File: config.mk
export PLATFORM = sky130hd
export DESIGN_NAME = d2n_fifo
export DESIGN_NICKNAME = d
export VERILOG_FILES = /design/src/d2n_pkg.sv /design/src/d2n_fifo.sv
export SDC_FILE = /design/constraint.sdc
export NUM_CORES = 1
export LEC_CHECK = 0
export ABC_AREA = 1
export BUFFER_PORTS_ARGS = -buffer_cell sky130_fd_sc_hd__buf_2
export CORE_MARGIN = 5
export CORE_UTILIZATION = 35
export CTS_CLUSTER_DIAMETER = 80
export DETAILED_ROUTE_END_ITERATION = 8
export RECOVER_POWER = 25
export SETUP_SLACK_MARGIN = 0.02
export SYNTH_ARGS = -nofsm -noshare
export SYNTH_HDL_FRONTEND = slang
export SYNTH_SLANG_ARGS = --single-unit
export TNS_END_PERCENT = 50
File: constraint.sdc
create_clock -name clk -period 8.8 [get_ports clk]
set_clock_uncertainty 0.2 [all_clocks]
set_input_delay 1.32 -clock clk [delete_from_list [all_inputs] [get_ports clk]]
set_output_delay 1.32 -clock clk [all_outputs]
set_load 0.01 [all_outputs]
File: src/d2n_pkg.sv
// shared constants and types of the depth to normal map block
`timescale 1ns / 1ps
package d2n_pkg;

  localparam int DEF_MAX_WIDTH  = 2048;
  localparam int DEF_MAX_HEIGHT = 2048;
  localparam int DEF_DEPTH_BITS = 16;

  localparam int DEPTH_W    = 16;
  localparam int POS_W      = 13;
  localparam int OUT_POS_W  = 11;
  localparam int NORM_W     = 16;
  localparam int DIM_W      = 12;
  localparam int FOCAL_W    = 20;
  localparam int CENTER_W   = 16;
  localparam int CFG_IDX_W  = 3;
  localparam int CFG_DATA_W = 20;
  localparam int JOBQ_DEPTH = 4;

  localparam logic [CFG_IDX_W-1:0] CFG_IMAGE_WIDTH  = 3'd0;
  localparam logic [CFG_IDX_W-1:0] CFG_IMAGE_HEIGHT = 3'd1;
  localparam logic [CFG_IDX_W-1:0] CFG_FOCAL_X      = 3'd2;
  localparam logic [CFG_IDX_W-1:0] CFG_FOCAL_Y      = 3'd3;
  localparam logic [CFG_IDX_W-1:0] CFG_CENTER_X     = 3'd4;
  localparam logic [CFG_IDX_W-1:0] CFG_CENTER_Y     = 3'd5;

  // one interior pixel waiting for the normal datapath
  typedef struct packed {
    logic [POS_W-1:0]   row;
    logic [POS_W-1:0]   col;
    logic [DEPTH_W-1:0] dl;
    logic [DEPTH_W-1:0] dc;
    logic [DEPTH_W-1:0] dr;
    logic [DEPTH_W-1:0] du;
    logic [DEPTH_W-1:0] dd;
    logic               have_depth;
  } d2n_job_t;

  typedef struct packed {
    logic [FOCAL_W-1:0]  focal_x;
    logic [FOCAL_W-1:0]  focal_y;
    logic [CENTER_W-1:0] center_x;
    logic [CENTER_W-1:0] center_y;
  } d2n_cam_t;

endpackage

File: src/d2n_fifo.sv
// short job queue between the window front end and the normal datapath
`timescale 1ns / 1ps
module d2n_fifo #(
  parameter int DEPTH = 4
) (
  input  logic              clk,
  input  logic              rst_n,
  input  logic              push,
  input  d2n_pkg::d2n_job_t din,
  output logic              full,
  input  logic              pop,
  output d2n_pkg::d2n_job_t dout,
  output logic              empty
);
  import d2n_pkg::*;

  localparam int PTR_W = (DEPTH > 1) ? $clog2(DEPTH) : 1;
  localparam int CNT_W = $clog2(DEPTH + 1);

  d2n_job_t          slot_r [DEPTH];
  logic [PTR_W-1:0]  wptr_r, rptr_r;
  logic [CNT_W-1:0]  cnt_r;
  logic              do_push, do_pop;

  assign full    = (cnt_r == CNT_W'(DEPTH));
  assign empty   = (cnt_r == '0);
  assign do_push = push & ~full;
  assign do_pop  = pop & ~empty;
  assign dout    = slot_r[rptr_r];

  always_ff @(posedge clk) begin
    if (do_push) begin
      slot_r[wptr_r] <= din;
    end
  end

  always_ff @(posedge clk) begin
    if (!rst_n) begin
      wptr_r <= '0;
      rptr_r <= '0;
      cnt_r  <= '0;
    end else begin
      if (do_push) begin
        wptr_r <= (wptr_r == PTR_W'(DEPTH - 1)) ? '0 : wptr_r + PTR_W'(1);
      end
      if (do_pop) begin
        rptr_r <= (rptr_r == PTR_W'(DEPTH - 1)) ? '0 : rptr_r + PTR_W'(1);
      end
      if (do_push && !do_pop) begin
        cnt_r <= cnt_r + CNT_W'(1);
      end else if (do_pop && !do_push) begin
        cnt_r <= cnt_r - CNT_W'(1);
      end
    end
  end

endmodule

After elaboration in Yosys (flattened, before gate mapping)
Memories as Yosys holds them, arrays and structs flattened. A register that Yosys moved wholly into a read port is not among the register bits.
Cells that the tools add are included.
Cells by class
  add/sub/neg operators: 4
  eq/ne operators: 3
  mux-type cells: 8
  bitwise operators: 4
  reduce and logical (&&, ||, !) cells: 6
Operator list (count)
  $mux 2: 4
  $mux 3: 2
  $add 2x1->2 const B: 2
  $eq 2x2->1 const B: 2
  $add 3x1->3 const B: 1
  $eq 3x3->1 const B: 1
  $logic_not 3->1: 1
  $sub 3x1->3 const B: 1
  $and 1x1->1: 2
  $logic_and 1x1->1: 2
  $logic_not 1->1: 2
  $mux 1: 2
  $not 1->1: 2
  $reduce_bool 2->1: 1
Word-level totals
  register bits after elaboration: 7
  bits in writable memories: 428
  input port bits: 111
  output and inout port bits: 109
  memories: 1
Memories
  slot_r: depth 4, width 107, rd ports 1, clocked after memory_dff 1, wr ports 1, RTL line d2n_fifo.sv:20  | d2n_job_t slot_r [DEPTH];

Longest topological paths before layout
  depth in word-level cells: 7
  depth in mapped cells: 13
  gate-level depth less buffers: 13

Worst setup path after synthesis
Ideal clock, no wire load.
  path type: input to register
  from: input push
  to: memory slot_r[0][0] (netlist name) (enable)
  data arrival time: 5884 ps
  data required time: 8026 ps
  path slack: 2142 ps
  cell stages on the path: 2
  path buffers: 0
  cell sequence: nand2_1 -> nor2_1
On the way
  cells in the longest elaborated chain, start to end: 3
RTL lines
  start, declared: RTL line d2n_fifo.sv:8  | input logic push,
  $and 1x1->1: RTL line d2n_fifo.sv:27  | assign do_push = push & ~full;
  $mux 1: RTL line d2n_fifo.sv:32  | if (do_push) begin
  $mux 1 (implied by the code): RTL line d2n_fifo.sv:33  | slot_r[wptr_r] <= din;
  end, declared: RTL line d2n_fifo.sv:20
No other way between the ends.

==> impl_metrics.yaml <==
cells_and_area:
  layout_common_cells: "428 x edfxtp_1, 225 x nor2_1, 201 x o21ai_0, 153 x buf_2, 107 x o22ai_1"
  layout_commonest_cell: "edfxtp_1"
  areaGrowthSynthToFinish_pct: 17.74
  fill_cells: 4239
  instances_no_fill: 1965
  fin_nets: 1437
  layout-drive-gt1-share: 0.1726
floorplan:
  die-area_mm2: 0.05114
  std_cell_rows: 79
  ios: 220
  start_util: 0.3527
  coreArea_mm2: 0.04636
  die_h_um: 226.1
  die_x_um: 226.1
setup_path:
  r2r_slack_ps: 5600
  cp_slowest_cell: "inv_6"
  critPathKind: "flip-flop to output pin"
  reg2reg_to: "slot_r[0][80]"
  reg2regPathDepth: 5
  startpoint_type: "flip-flop"
  crit_fanout: 139
  crit_arrival_ps: 3290
  crit_chain: "inv_6 -> buf_4 -> o21ai_0 -> o22ai_1 -> buf_2"
  end_kind: "output pin"
  critPathMaxStageDelay_ps: 770
  critPathRequiredTime_ps: 7280
  timing.rr.start: "cnt_r[0]"
pwr:
  power_mw: 5.899
  power.leakage_nw: 6.508
  p_int_mw: 4.052
  clkPwrFrac: 0.307
  swShare: 0.3131
  p_sw_mw: 1.847
  powerDensity_mw_per_mm2: 306.4
  pwr-share-comb: 0.248
  sequentialPowerShare: 0.445
  ir_drop_uv: 195.7
yosys:
  yosysSeqAreaShare: 0.7970
  synth_nets: 1225
  synthCells: 1107
  ys.flop_type: "edfxtp_1"
  synth_enable_flop_cells: 428
  ys_types: 22
  yosysWarnings: 0
  avgSynthCellArea_um2: 14.77
  syn-cell-area_mm2: 0.01635
  synthArstFlopShare: 0
  ys_ff_latch: 437
flow_run:
  cap_viol_max_count: 0
timing:
  grt_setup_unrepaired: "false"
  period_share: 0.5471
  max_slew.worst_pin.slew_ps: 1085
  maxSlewViolCount: 0
  final-hold-violation-count: 0
  maxSlewHeadroom: 0.2749
  fmax_ghz: 0.2077
  setup_viol: 0
  finalCriticalPeriod_ps: 4814
  fin_setup_tns_ps: 0
clock_tree:
  cts_root_buffer: "clkbuf_16"
  cts_buffer_depth: 3
  tritoncts: "built"
  cts_hold_buf: 0
  cts.repair.resized: 0
  post_cts_buffers: 0
  cts-buffers-inserted: 47
  clk_latency_ps: 550
  clkTransAtPathRegs_ps: 60
  cts_htree_levels: 2
  cts_sinks: 437
route:
  drtIter0Drc: 523
  ant_nets: 0
  vias: 9759
  vias_per_cell: 4.966
  drc: 0
  routedWlPerCell_um: 19.22
  firstDrtPassIters: 5
  wl_um: 37760
grt:
  grt_start_max_net_pins: 140
  antenna_found_initial: 6
  grt-ovfl-total: 0
  grtUsageTotal: 0.1423
  grt_pass1_vias: 9616
  grt_pass1_wl_um: 56280
placed_design:
  place_hpwl_um: 20720
  dp.cells: 1877
  gp_congestion: 0.7102
  io_buffers: 219
hold_path:
  min_from: "cnt_r[0]"
  whs_path_depth: 2
  hp-class: "flip-flop to flip-flop"
  min_to: "cnt_r[0]"
status:
  status: "finished clean"
## state kept, by name, summed over array words and instances (netlist names), named ones only
| register | count |
|---|---|
| slot_r | 428 |
| cnt_r | 3 |
| rptr_r | 2 |
| wptr_r | 2 |
## worst max-delay path: cells and delay by family, from the launching register on
family                 cells  cell delay [ps]
flip-flops                 1              490
AO/OA/AOI/OAI              2              380
buffers and inverters      3             1700
## per-stage QoR
step / hold WS, ps / utilization / worst slack (ps) / cell area, µm²
after floorplan: 280.1 / - / 2142 / 16350
after global placement: 297.0 / 0.3863 / 4601 / 17910
after detailed placement: 317.9 / 0.3863 / 4558 / 17910
after CTS: 327.3 / 0.4170 / 3953 / 19330
after global routing: 347.5 / 0.4152 / 3719 / 19250
final: 322.0 / 0.4153 / 3986 / 19250
## Yosys cell counts, drive strengths merged, types with 2 or more instances
library cell	count	area, µm²
clkbuf	37	140.1
o22ai	107	669.4
dfxtp	9	180.2
nor2	229	859.6
ha	6	75.07
buf	33	302.8
edfxtp	428	12850
inv	19	76.32
nand3	2	10.01
nand2	15	56.30
o21ai	216	1081
a21oi	3	15.01
## per-layer routing
layer,global-route usage,vias up,wire length [µm]
li1,-,4589,-
met1,0.1968,4825,16940
met2,0.2254,276,17410
met3,0.03692,61,2641
met4,0.03881,8,696
met5,0,-,66
## how the worst max path moves through the flow
stage / endpoint / cells after the start
5_1_grt: dout[22] / 5
6_report: dout[15] / 5
4_1_cts: dout[15] / 5
3_3_place_gp: dout[15] / 5
3_5_place_dp: dout[15] / 5
2_1_floorplan: slot_r[0][0] / 2
## cells by family (layout without fill, tap and decap cells)
| family | Yosys count | in the layout | synth area share |
|---|---|---|---|
| simple gates | 248 | 248 | 0.05746 |
| compound gates | 326 | 326 | 0.1080 |
| buf+inv | 89 | 338 | 0.03175 |
| fa+ha+maj | 7 | 7 | 0.005815 |
| other cells | 0 | 2 | 0 |
| flops | 437 | 437 | 0.7970 |
## power groups by stage
stage	clock, mW	sequential, mW	combinational, mW
finish	1.81	2.62	1.46
global route	1.97	2.64	1.62
CTS	1.87	2.62	1.51
detailed placement	0	2.67	1.50
global placement	0	2.66	1.48
floorplan	0	2.65	0.945
## area by class of cell
cell class | count | area (µm²) | area share
antenna | 2 | 5.005 | 0.0002599
clock buffer | 67 | 1294 | 0.06720
clock inverter | 19 | 128.9 | 0.006694
inverter | 19 | 77.57 | 0.004029
multi-input combinational | 581 | 2830 | 0.1470
sequential | 437 | 13040 | 0.6773
tap | 607 | 759.5 | 0.03945
timing repair buffer | 233 | 1119 | 0.05810
Power figures use the tool's default switching activity.
